`src/rtl/lru_pkg.sv`:
```
// shared widths, limits and reset values for the lru page replacement block
`default_nettype none

package lru_pkg;

    localparam int PAGE_W         = 8;
    localparam int SLOT_W         = 3;
    localparam int CNT_W          = 16;
    localparam int CFG_W          = 4;
    localparam int MAX_FRAMES_DEF = 8;

    localparam logic [CFG_W-1:0] CFG_RESET = CFG_W'(8);
    localparam logic [CNT_W-1:0] CNT_MAX   = {CNT_W{1'b1}};

endpackage

`default_nettype wire

```
`src/rtl/lru_if.sv`:
```
// valid/ready channel interfaces for page references and replacement results
`default_nettype none

interface lru_in_if;
    logic                      valid;
    logic                      ready;
    logic [lru_pkg::PAGE_W-1:0] page;

    modport source (output valid, output page, input ready);
    modport sink   (input valid, input page, output ready);
endinterface

interface lru_out_if;
    logic                       valid;
    logic                       ready;
    logic                       hit;
    logic [lru_pkg::SLOT_W-1:0] frame_slot;
    logic                       evicted_valid;
    logic [lru_pkg::PAGE_W-1:0] evicted_page;
    logic [lru_pkg::CNT_W-1:0]  hit_total;
    logic [lru_pkg::CNT_W-1:0]  fault_total;

    modport source (output valid, output hit, output frame_slot, output evicted_valid,
                    output evicted_page, output hit_total, output fault_total,
                    input ready);
    modport sink   (input valid, input hit, input frame_slot, input evicted_valid,
                    input evicted_page, input hit_total, input fault_total,
                    output ready);
endinterface

`default_nettype wire

```
`src/rtl/lru_cell.sv`:
```
// one frame cell: holds page, valid and recency rank, passes the lookup record on
`default_nettype none

module lru_cell #(
    parameter int MAX_FRAMES = lru_pkg::MAX_FRAMES_DEF,
    parameter int INDEX      = 0
) (
    i_clk,
    i_rst_n,
    i_active,
    i_rec,
    o_rec,
    i_upd
);
    localparam int IDX_W = (MAX_FRAMES > 1) ? $clog2(MAX_FRAMES) : 1;
    localparam logic [IDX_W-1:0] IDX = IDX_W'(INDEX);

    typedef struct packed {
        logic                       valid;
        logic [lru_pkg::PAGE_W-1:0] page;
        logic                       found;
        logic [IDX_W-1:0]           f_slot;
        logic [IDX_W-1:0]           f_rank;
        logic                       empty;
        logic [IDX_W-1:0]           e_slot;
        logic [IDX_W-1:0]           e_rank;
        logic                       best_any;
        logic [IDX_W-1:0]           b_slot;
        logic [IDX_W-1:0]           b_rank;
        logic [lru_pkg::PAGE_W-1:0] b_page;
    } t_rec;

    typedef struct packed {
        logic                       en;
        logic [IDX_W-1:0]           slot;
        logic [IDX_W-1:0]           rank;
        logic                       fill;
        logic [lru_pkg::PAGE_W-1:0] page;
    } t_upd;

    input  wire logic i_clk;
    input  wire logic i_rst_n;
    input  wire logic i_active;
    input  wire t_rec i_rec;
    output t_rec      o_rec;
    input  wire t_upd i_upd;

    logic [lru_pkg::PAGE_W-1:0] r_page;
    logic                       r_valid;
    logic [IDX_W-1:0]           r_rank;
    logic                       r_rec_vld;
    t_rec                       r_rec;
    t_rec                       n_rec;
    logic                       w_match;

    always_comb begin
        n_rec   = i_rec;
        w_match = i_active && r_valid && (r_page == i_rec.page);
        if (!i_rec.found && w_match) begin
            n_rec.found  = 1'b1;
            n_rec.f_slot = IDX;
            n_rec.f_rank = r_rank;
        end
        if (!i_rec.empty && i_active && !r_valid) begin
            n_rec.empty  = 1'b1;
            n_rec.e_slot = IDX;
            n_rec.e_rank = r_rank;
        end
        if (i_active && (!i_rec.best_any || (r_rank > i_rec.b_rank))) begin
            n_rec.best_any = 1'b1;
            n_rec.b_slot   = IDX;
            n_rec.b_rank   = r_rank;
            n_rec.b_page   = r_page;
        end
    end

    always_ff @(posedge i_clk) begin
        if (!i_rst_n) begin
            r_rec_vld <= 1'b0;
        end else begin
            r_rec_vld <= i_rec.valid;
        end
    end

    always_ff @(posedge i_clk) begin
        r_rec <= n_rec;
    end

    always_comb begin
        o_rec       = r_rec;
        o_rec.valid = r_rec_vld;
    end

    // frame state and recency update
    always_ff @(posedge i_clk) begin
        if (!i_rst_n) begin
            r_page  <= '0;
            r_valid <= 1'b0;
            r_rank  <= IDX;
        end else if (i_upd.en) begin
            if (i_upd.slot == IDX) begin
                r_rank <= '0;
                if (i_upd.fill) begin
                    r_page  <= i_upd.page;
                    r_valid <= 1'b1;
                end
            end else if (r_rank < i_upd.rank) begin
                r_rank <= r_rank + 1'b1;
            end
        end
    end

endmodule

`default_nettype wire

```
`src/rtl/lru_page_replacement_core.sv`:
```
// top level of the lru page replacement block: frame cell chain, sequencer, totals
//
//  channel  | dir | handshake            | payload
//  ---------+-----+----------------------+-------------------------------------------
//  i_in     | in  | valid/ready          | page
//  o_out    | out | valid/ready          | hit, frame_slot, evicted_valid,
//           |     |                      | evicted_page, hit_total, fault_total
//  cfg      | in  | i_cfg_we             | i_cfg_data (frames_in_use)
//
//  each beat enters while idle, its lookup record is registered by each frame cell in
//  turn, the decision is registered, then the commit updates cells and loads the result.
//  the next beat is taken as soon as the commit is done, even if the result waits.
//  a commit stalls while the previous result has not been taken.
//  reset is synchronous, active low; frames come up empty with rank equal to index.
`default_nettype none

module lru_page_replacement_core #(
    parameter int MAX_FRAMES = lru_pkg::MAX_FRAMES_DEF
) (
    input  wire logic                      i_clk,
    input  wire logic                      i_rst_n,
    input  wire logic                      i_cfg_we,
    input  wire logic [lru_pkg::CFG_W-1:0] i_cfg_data,
    lru_in_if.sink                         i_in,
    lru_out_if.source                      o_out
);
    localparam int IDX_W = (MAX_FRAMES > 1) ? $clog2(MAX_FRAMES) : 1;

    localparam logic [1:0] S_IDLE = 2'd0;
    localparam logic [1:0] S_WALK = 2'd1;
    localparam logic [1:0] S_DONE = 2'd2;

    typedef struct packed {
        logic                       valid;
        logic [lru_pkg::PAGE_W-1:0] page;
        logic                       found;
        logic [IDX_W-1:0]           f_slot;
        logic [IDX_W-1:0]           f_rank;
        logic                       empty;
        logic [IDX_W-1:0]           e_slot;
        logic [IDX_W-1:0]           e_rank;
        logic                       best_any;
        logic [IDX_W-1:0]           b_slot;
        logic [IDX_W-1:0]           b_rank;
        logic [lru_pkg::PAGE_W-1:0] b_page;
    } t_rec;

    typedef struct packed {
        logic                       en;
        logic [IDX_W-1:0]           slot;
        logic [IDX_W-1:0]           rank;
        logic                       fill;
        logic [lru_pkg::PAGE_W-1:0] page;
    } t_upd;

    logic [1:0]                 r_state;
    logic [lru_pkg::CFG_W-1:0]  r_cfg;
    logic [MAX_FRAMES-1:0]      w_active;
    t_rec                       w_rec [MAX_FRAMES+1];
    t_rec                       w_tail;
    t_upd                       w_upd;
    logic                       w_in_acc;
    logic                       w_out_free;
    logic                       w_commit;

    logic                       r_dec_hit;
    logic [IDX_W-1:0]           r_dec_slot;
    logic [IDX_W-1:0]           r_dec_rank;
    logic                       r_dec_ev;
    logic [lru_pkg::PAGE_W-1:0] r_dec_evpage;
    logic [lru_pkg::PAGE_W-1:0] r_dec_page;
    logic [IDX_W-1:0]           n_dec_slot;
    logic [IDX_W-1:0]           n_dec_rank;

    logic                       r_out_valid;
    logic                       r_out_hit;
    logic [lru_pkg::SLOT_W-1:0] r_out_slot;
    logic                       r_out_ev;
    logic [lru_pkg::PAGE_W-1:0] r_out_evpage;
    logic [lru_pkg::CNT_W-1:0]  r_hit_cnt;
    logic [lru_pkg::CNT_W-1:0]  r_fault_cnt;

    assign w_in_acc   = i_in.valid && i_in.ready;
    assign w_out_free = !r_out_valid || o_out.ready;
    assign w_commit   = (r_state == S_DONE) && w_out_free;
    assign i_in.ready = (r_state == S_IDLE);

    always_ff @(posedge i_clk) begin
        if (!i_rst_n) begin
            r_cfg <= lru_pkg::CFG_RESET;
        end else if (i_cfg_we) begin
            r_cfg <= i_cfg_data;
        end
    end

    // a zero count still keeps frame 0 active; large counts clamp at the chain length
    always_comb begin
        for (int i = 0; i < MAX_FRAMES; i++) begin
            w_active[i] = (i == 0) || (int'(r_cfg) > i);
        end
    end

    always_comb begin
        w_rec[0]       = '0;
        w_rec[0].valid = w_in_acc;
        w_rec[0].page  = i_in.page;
    end

    assign w_tail = w_rec[MAX_FRAMES];

    assign w_upd.en   = w_commit;
    assign w_upd.slot = r_dec_slot;
    assign w_upd.rank = r_dec_rank;
    assign w_upd.fill = !r_dec_hit;
    assign w_upd.page = r_dec_page;

    for (genvar g = 0; g < MAX_FRAMES; g++) begin : g_cell
        lru_cell #(
            .MAX_FRAMES (MAX_FRAMES),
            .INDEX      (g)
        ) u_cell (
            .i_clk    (i_clk),
            .i_rst_n  (i_rst_n),
            .i_active (w_active[g]),
            .i_rec    (w_rec[g]),
            .o_rec    (w_rec[g+1]),
            .i_upd    (w_upd)
        );
    end

    always_comb begin
        if (w_tail.found) begin
            n_dec_slot = w_tail.f_slot;
            n_dec_rank = w_tail.f_rank;
        end else if (w_tail.empty) begin
            n_dec_slot = w_tail.e_slot;
            n_dec_rank = w_tail.e_rank;
        end else begin
            n_dec_slot = w_tail.b_slot;
            n_dec_rank = w_tail.b_rank;
        end
    end

    always_ff @(posedge i_clk) begin
        if (!i_rst_n) begin
            r_state <= S_IDLE;
        end else begin
            unique case (r_state)
                S_IDLE: begin
                    if (w_in_acc) r_state <= S_WALK;
                end
                S_WALK: begin
                    if (w_tail.valid) r_state <= S_DONE;
                end
                S_DONE: begin
                    if (w_out_free) r_state <= S_IDLE;
                end
                default: r_state <= S_IDLE;
            endcase
        end
    end

    always_ff @(posedge i_clk) begin
        if ((r_state == S_WALK) && w_tail.valid) begin
            r_dec_hit    <= w_tail.found;
            r_dec_slot   <= n_dec_slot;
            r_dec_rank   <= n_dec_rank;
            r_dec_ev     <= !w_tail.found && !w_tail.empty;
            r_dec_evpage <= (!w_tail.found && !w_tail.empty) ? w_tail.b_page : '0;
            r_dec_page   <= w_tail.page;
        end
    end

    always_ff @(posedge i_clk) begin
        if (!i_rst_n) begin
            r_out_valid <= 1'b0;
            r_hit_cnt   <= '0;
            r_fault_cnt <= '0;
        end else begin
            if (w_commit) begin
                r_out_valid <= 1'b1;
                if (r_dec_hit) begin
                    if (r_hit_cnt != lru_pkg::CNT_MAX) r_hit_cnt <= r_hit_cnt + 1'b1;
                end else begin
                    if (r_fault_cnt != lru_pkg::CNT_MAX) r_fault_cnt <= r_fault_cnt + 1'b1;
                end
            end else if (o_out.ready) begin
                r_out_valid <= 1'b0;
            end
        end
    end

    always_ff @(posedge i_clk) begin
        if (w_commit) begin
            r_out_hit    <= r_dec_hit;
            r_out_slot   <= lru_pkg::SLOT_W'(r_dec_slot);
            r_out_ev     <= r_dec_ev;
            r_out_evpage <= r_dec_evpage;
        end
    end

    assign o_out.valid         = r_out_valid;
    assign o_out.hit           = r_out_hit;
    assign o_out.frame_slot    = r_out_slot;
    assign o_out.evicted_valid = r_out_ev;
    assign o_out.evicted_page  = r_out_evpage;
    assign o_out.hit_total     = r_hit_cnt;
    assign o_out.fault_total   = r_fault_cnt;

endmodule

`default_nettype wire

```
`src/flat_wrapper.sv`:
```
// flat-port wrapper written by rule: the top's interface ports become plain ports
module lru_page_replacement_core_flat 
#(
    parameter int MAX_FRAMES = lru_pkg::MAX_FRAMES_DEF
)
  (i_clk, i_rst_n, i_cfg_we, i_cfg_data, i_in_valid, i_in_page, i_in_ready, o_out_valid, o_out_hit, o_out_frame_slot, o_out_evicted_valid, o_out_evicted_page, o_out_hit_total, o_out_fault_total, o_out_ready);
  lru_in_if i_in_i ();
  lru_out_if o_out_i ();
  input  wire logic i_clk;
  input  wire logic i_rst_n;
  input  wire logic i_cfg_we;
  input  wire logic [lru_pkg::CFG_W-1:0] i_cfg_data;
  input wire logic [$bits(i_in_i.valid)-1:0] i_in_valid;
  input wire logic [$bits(i_in_i.page)-1:0] i_in_page;
  output wire logic [$bits(i_in_i.ready)-1:0] i_in_ready;
  output wire logic [$bits(o_out_i.valid)-1:0] o_out_valid;
  output wire logic [$bits(o_out_i.hit)-1:0] o_out_hit;
  output wire logic [$bits(o_out_i.frame_slot)-1:0] o_out_frame_slot;
  output wire logic [$bits(o_out_i.evicted_valid)-1:0] o_out_evicted_valid;
  output wire logic [$bits(o_out_i.evicted_page)-1:0] o_out_evicted_page;
  output wire logic [$bits(o_out_i.hit_total)-1:0] o_out_hit_total;
  output wire logic [$bits(o_out_i.fault_total)-1:0] o_out_fault_total;
  input wire logic [$bits(o_out_i.ready)-1:0] o_out_ready;
  assign i_in_i.valid = i_in_valid;
  assign i_in_i.page = i_in_page;
  assign i_in_ready = i_in_i.ready;
  assign o_out_valid = o_out_i.valid;
  assign o_out_hit = o_out_i.hit;
  assign o_out_frame_slot = o_out_i.frame_slot;
  assign o_out_evicted_valid = o_out_i.evicted_valid;
  assign o_out_evicted_page = o_out_i.evicted_page;
  assign o_out_hit_total = o_out_i.hit_total;
  assign o_out_fault_total = o_out_i.fault_total;
  assign o_out_i.ready = o_out_ready;
  lru_page_replacement_core #(.MAX_FRAMES(MAX_FRAMES)) u_core (.i_clk(i_clk), .i_rst_n(i_rst_n), .i_cfg_we(i_cfg_we), .i_cfg_data(i_cfg_data), .i_in(i_in_i), .o_out(o_out_i));
endmodule
```
`config.mk`:
```
export PLATFORM = sky130hd
export DESIGN_NAME = lru_page_replacement_core_flat
export DESIGN_NICKNAME = d
export VERILOG_FILES = /design/src/rtl/lru_pkg.sv /design/src/rtl/lru_if.sv /design/src/rtl/lru_cell.sv /design/src/rtl/lru_page_replacement_core.sv /design/src/flat_wrapper.sv
export SDC_FILE = /design/constraint.sdc
export NUM_CORES = 1
export LEC_CHECK = 0
export ABC_AREA = 1
export BUFFER_PORTS_ARGS = -buffer_cell sky130_fd_sc_hd__buf_2
export CAP_MARGIN = 20
export CORE_ASPECT_RATIO = 2
export CORE_UTILIZATION = 30
export DETAILED_ROUTE_END_ITERATION = 8
export HOLD_SLACK_MARGIN = 0.05
export SLEW_MARGIN = 20
export SYNTH_ARGS = -nofsm -noshare
export SYNTH_HDL_FRONTEND = slang
export SYNTH_SLANG_ARGS = --single-unit
```
`constraint.sdc`:
```
create_clock -name i_clk -period 4.33 [get_ports i_clk]
set_input_delay 0.2165 -clock i_clk [delete_from_list [all_inputs] [get_ports i_clk]]
set_output_delay 0.2165 -clock i_clk [all_outputs]
set_load 0.02 [all_outputs]
```
; Word level (Yosys, flattened, before mapping)
; Cells that the tools add are included.
; W data, S select, Z words.
[word_totals]
inputBits = 17
regBits = 467
out_inout_bits = 47
wordCells = 350
[classes]
n_bitwise = 1
muxes = 49
eq_ne = 22
order_cmp = 22
add_sub_neg = 10
n_reduce_logical = 114
[op_table]
columns = cell, count
row1 = $mux W3, 34
row2 = $mux W11, 6
row3 = $eq A8 B8 Y1, 8
row4 = $logic_and A1 B1 Y1, 47
row5 = $reduce_and A3 Y1, 11
row6 = $add A16 B1 Y16 const B, 2
row7 = $ne A16 B16 Y1 const B, 2
row8 = $logic_not A1 Y1, 30
row9 = $add A3 B1 Y3 const B, 8
row10 = $lt A3 B3 Y1, 8
row11 = $gt A3 B3 Y1, 7
row12 = $reduce_bool A2 Y1, 9
row13 = $gt A4 B3 Y1 const B, 4
row14 = $reduce_and A2 Y1, 8
row15 = $mux W7, 2
row16 = $eq A3 B3 Y1 const B, 4
row17 = $mux W12, 1
row18 = $gt A4 B2 Y1 const B, 2
row19 = $logic_or A1 B1 Y1, 7
row20 = $eq A3 B2 Y1 const B, 2
row21 = $mux W2, 3
row22 = $pmux W2 S3, 1
row23 = $gt A4 B1 Y1 const B, 1
row24 = $ne A2 B2 Y1 const B, 2
row25 = 8 further kinds, 9

; Logic depth before layout (Yosys ltp)
[logic_depth]
word_depth = 5
ltp_mapped = 10
depth_no_buf = 10

; Modules after synthesis
; Synthesis repeated with hierarchy kept, for this count alone.
[hier_totals]
cells_unflattened = 2396
area_unflattened_um2 = 19129.6
[modules_own_cells]
columns = module, cells_each, n_inst, area_each_um2, seq_area_each_um2
row1 = lru_page_replacement_core, 444, 1, 3548.4, 1891.8
row2 = lru_cell (u_core.g_cell[0].u_cell), 250, 1, 1979.4, 1001.0
row3 = lru_cell (u_core.g_cell[2].u_cell), 254, 1, 1978.1, 1001.0
row4 = lru_cell (u_core.g_cell[1].u_cell), 255, 1, 1969.4, 1001.0
row5 = lru_cell (u_core.g_cell[6].u_cell), 235, 1, 1959.4, 1001.0
row6 = lru_cell (u_core.g_cell[4].u_cell), 244, 1, 1954.4, 1001.0
row7 = lru_cell (u_core.g_cell[3].u_cell), 243, 1, 1925.6, 1001.0
row8 = lru_cell (u_core.g_cell[7].u_cell), 234, 1, 1920.6, 1001.0
row9 = lru_cell (u_core.g_cell[5].u_cell), 237, 1, 1894.3, 1001.0

; Worst setup path after synthesis
; Ideal clock, no wire load.
[synth_path]
path_type = register -> register
from = register u_core.r_state[0]
to = register u_core.r_dec_ev (enable)
setup_ns = 0.438
required_ns = 3.892
arrival_ns = 2.211
synth_period_minus_slack_ns = 2.649
setup_slack_ns = 1.681
path_stages_with_launch = 3
path_buffers = 0
path_cell_list = dfxtp_1 > inv_1 > nor3_1
[synth_between]
elab_chain_cells = 2
[synth_lines]
columns = element, line_no
row1 = from (decl), lru_page_replacement_core.sv:56  ; logic [1:0] r_state;
row2 = from (signal assigned), lru_page_replacement_core.sv:146  ; r_state <= S_IDLE;
row3 = from (signal assigned), lru_page_replacement_core.sv:150  ; if (w_in_acc) r_state <= S_WALK;
row4 = from (signal assigned), lru_page_replacement_core.sv:153  ; if (w_tail.valid) r_state <= S_DONE;
row5 = $eq A2 B1 Y1, lru_page_replacement_core.sv:164  ; if ((r_state == S_WALK) && w_tail.valid) begin
row6 = $logic_and A1 B1 Y1, lru_page_replacement_core.sv:164
row7 = to (signal assigned), lru_page_replacement_core.sv:168  ; r_dec_ev <= !w_tail.found && !w_tail.empty;
row8 = to (decl), lru_page_replacement_core.sv:69  ; logic r_dec_ev;
; Every way passes these cells.
; A chain may end at the register's enable or synchronous reset.

==> results.yml <==
outcome:
  status: "finished, final reports clean"
detailed_routing:
  met1Wirelength_um: 13200
  drtIter0Drc: 619
  ant_nets: 0
  top_layer: "met4"
  wl_met3_um: 1350
  dr_wl_met2_um: 20900
  dr.pass1.iters: 5
  wirelength_um: 37500
  route.detailed.drc: 0
  via_per_inst: 4.49
  wl_per_cell_um: 13.6
  vias: 12300
die:
  die_w_um: 168
  io_pins: 64
  rows: 121
  die_height_um: 333
  core_sq_mm: 0.0544
  die_area_sq_mm: 0.0558
  start_util_pct: 30.3
sta:
  fmax_ghz: 0.416
  hold_viol: 0
  setup_ws_ns: 1.93
  hold_ws_ns: 0.331
  relSlewSlack_pct: 29.1
  period_minus_slack_ns: 2.40
  fin_crit_sh_pct: 55.5
  rsz0062_at_grt: "no"
  setup_viol: 0
  final_max_slew_viol_count: 0
  worst_clock_skew_ns: 0.0102
  finalSetupTns_ns: 0
  tightest_slew_ns: 1.06
placement:
  place_congestion: 0.831
  post-place-ws_ns: 1.94
  dp_hpwl_um: 28000
  portBuffers: 63
  post_dp_cell_area_sq_mm: 0.0174
synth:
  post_synth_instance_area_sq_mm: 0.0164
  synthesis.nets: 2037
  yosysWarnings: 0
  synth_ff_type: "dfxtp_1"
  seq_area_frac_synth_pct: 56.7
  synthDistinctLibCells: 37
  avgSynthCellArea_sq_um: 8.34
  async_reset_ff_share_pct: 0
  synth_edf_count: 37
  synth_seq_cells: 447
  synth_cells: 1973
cts:
  root_buffer: "clkbuf_16"
  clk_latency_ns: 0.54
  cts.clk_slew.worst_paths_ns: 0.07
  htree_levels: 2
  cts_tree: "done"
  cts_buffers: 39
  clockBufferDepth: 3
  postCtsSetupBuffers: 0
  cts_sinks: 447
worst_hold_path:
  hold_path.class: "input port to flip-flop"
  hold_start: "i_in_page[2]"
global_route:
  grt_pass1_wl_um: 59800
  grt_max_degree: 95
  grt.total_usage_pct: 13.5
  antenna_found_initial: 0
  grt_overflow: 0
  grt_pass1_vias: 12400
setup_path:
  end_kind: "flip-flop"
  start_kind: "flip-flop"
  path_class: "flip-flop to flip-flop"
  worstPathRequired_ns: 4.76
  reg2reg_from: "u_core.g_cell[7].u_cell.r_rank[2]"
  path_max_fanout: 25
  crit_arrival_ns: 2.83
  critPathLaunch: "u_core.g_cell[7].u_cell.r_rank[2]"
finish:
  areaGrowthSynthToFinish_pct: 14.5
  nNetsFinal: 2111
  final_cell_area_sq_mm: 0.0188
  final_layout_size_suffix_gt1_share_pct: 7.43
  finish.utilization_pct: 34.7
  n_antenna_cell: 0
flow_run:
  maxCapViolations: 0
power_and_ir_drop:
  p_leak_nw: 8.12
  peakVddDrop_uv: 257
  power_density_mw_per_mm2: 432
-- sequential cells by signal, indices dropped and copies added, names as in the netlist --
signal,flops
u_core.r_state,2
u_core.r_dec_evpage,8
u_core.r_dec_page,8
u_core.g_cell.u_cell.o_rec,267
u_core.g_cell.u_cell.r_page,64
u_core.o_out.evicted_valid,1
u_core.o_out.evicted_page,8
u_core.o_out.frame_slot,3
u_core.r_cfg,4
u_core.r_dec_rank,3
u_core.o_out.valid,1
u_core.g_cell.u_cell.r_rank,24
u_core.g_cell.u_cell.r_valid,8
u_core.r_dec_hit,1
u_core.o_out.fault_total,16
u_core.o_out.hit_total,16
u_core.r_dec_slot,3
u_core.r_dec_ev,1
u_core.g_cell.u_cell.r_rec_vld,8
u_core.o_out.hit,1
-- Yosys cell counts, types with 3 or more instances --
cell type | count | share of area (%)
a21oi_1 | 131 | 4.0
buf_2 | 16 | 0.49
buf_4 | 4 | 0.18
clkbuf_1 | 25 | 0.57
dfxtp_1 | 410 | 50
edfxtp_1 | 37 | 6.8
ha_1 | 47 | 3.6
inv_1 | 252 | 5.8
inv_2 | 3 | 0.068
nand2_1 | 464 | 11
nand3_1 | 92 | 2.8
nand3b_1 | 3 | 0.14
nand4_1 | 18 | 0.68
nor2_1 | 187 | 4.3
nor2_2 | 5 | 0.19
nor3_1 | 17 | 0.52
o211ai_1 | 3 | 0.14
o21ai_0 | 184 | 5.6
o21ai_1 | 4 | 0.12
or2_2 | 7 | 0.27
xnor2_1 | 20 | 1.1
xor2_1 | 23 | 1.2
-- per-stage QoR --
stage          total power, W  instances
2_1_floorplan         0.00466       1973
4_1_cts               0.00824       2749
5_1_grt               0.00845       2749
6_report              0.00813       2749
3_3_place_gp          0.00478       2667
3_5_place_dp          0.00479       2667
-- worst max-delay path: stages (launching register included) --
cell and delay (ns):
dfxtp_1 0.39, ha_1 0.36, nand2_1 0.06, o21ai_0 0.32, nand3_1 0.72, o21ai_0 0.44
-- area by class of cell --
class                   count  area (sq um)
multi-input cells        1223          5960
clock buffers              54          1170
fillers                  5479         35500
flip-flops and latches    447          9320
inverters                 255           957
repair buffers             81           488
clock inverters            13          97.6
well taps                 676           846
-- layer usage --
layer,up-vias,GRT usage [%]
met5,-,0
met1,5588,11.9
li1,6425,-
met2,225,27.8
met4,0,8.51
met3,100,1.95
-- report_power, final --
| part | internal (W) | switching, W | total (W) | leakage, nW |
|---|---|---|---|---|
| combinational | 0.000110 | 0.000260 | 0.000370 | 3.83 |
| sequential | 0.00428 | 0.0000529 | 0.00434 | 3.65 |
| clock | 0.00195 | 0.00148 | 0.00343 | 0.631 |
| total | 0.00634 | 0.00179 | 0.00813 | 8.12 |
-- cells in the final DEF (no fill, tap or decap), types with 3 or more instances in the layout --
master         Yosys  layout
nand2_1          464     464
dfxtp_1          410     410
inv_1            252     251
nor2_1           187     187
o21ai_0          184     184
a21oi_1          131     131
nand3_1           92      92
buf_2             16      63
ha_1              47      47
clkbuf_16          0      43
edfxtp_1          37      37
xor2_1            23      23
xnor2_1           20      20
nand4_1           18      18
nor3_1            17      16
dlygate4sd3_1      0      15
clkinv_2           0       9
or2_2              7       7
clkbuf_1          25       6
clkbuf_8           0       5
o21ai_1            4       4
inv_2              3       4
nor2_2             5       4
nor2_4             2       3
o211ai_1           3       3
nand3b_1           3       3
buf_4              4       3
-- kinds of logic after synthesis --
logic type	Yosys count	share of synthesized area (%)
AO/OA/AOI/OAI	329	10.2
buffers and inverters	303	7.22
adder cells (fa/ha/maj)	47	3.58
XOR/XNOR	43	2.29
AND/OR/NAND/NOR	804	20.1
flip-flops	447	56.7
-- timing repair --
action                     4_1_cts  5_1_grt
hold endpoints to repair        16        0
hold buffers                    15        0
setup endpoints to repair        0        0
gates resized for setup          0        0
-- path summary, 6_finish.rpt --
kind	slack, ns	cells after the start	endpoint
max	1.93	5	u_core.g_cell[7].u_cell.o_rec[2]
min	0.33	2	u_core.g_cell[0].u_cell.o_rec[31]
max reg2reg	1.93	5	u_core.g_cell[7].u_cell.o_rec[2]
min reg2reg	0.35	0	u_core.g_cell[0].u_cell.o_rec[0]
No activity file was read; power rests on OpenSTA's default activity.
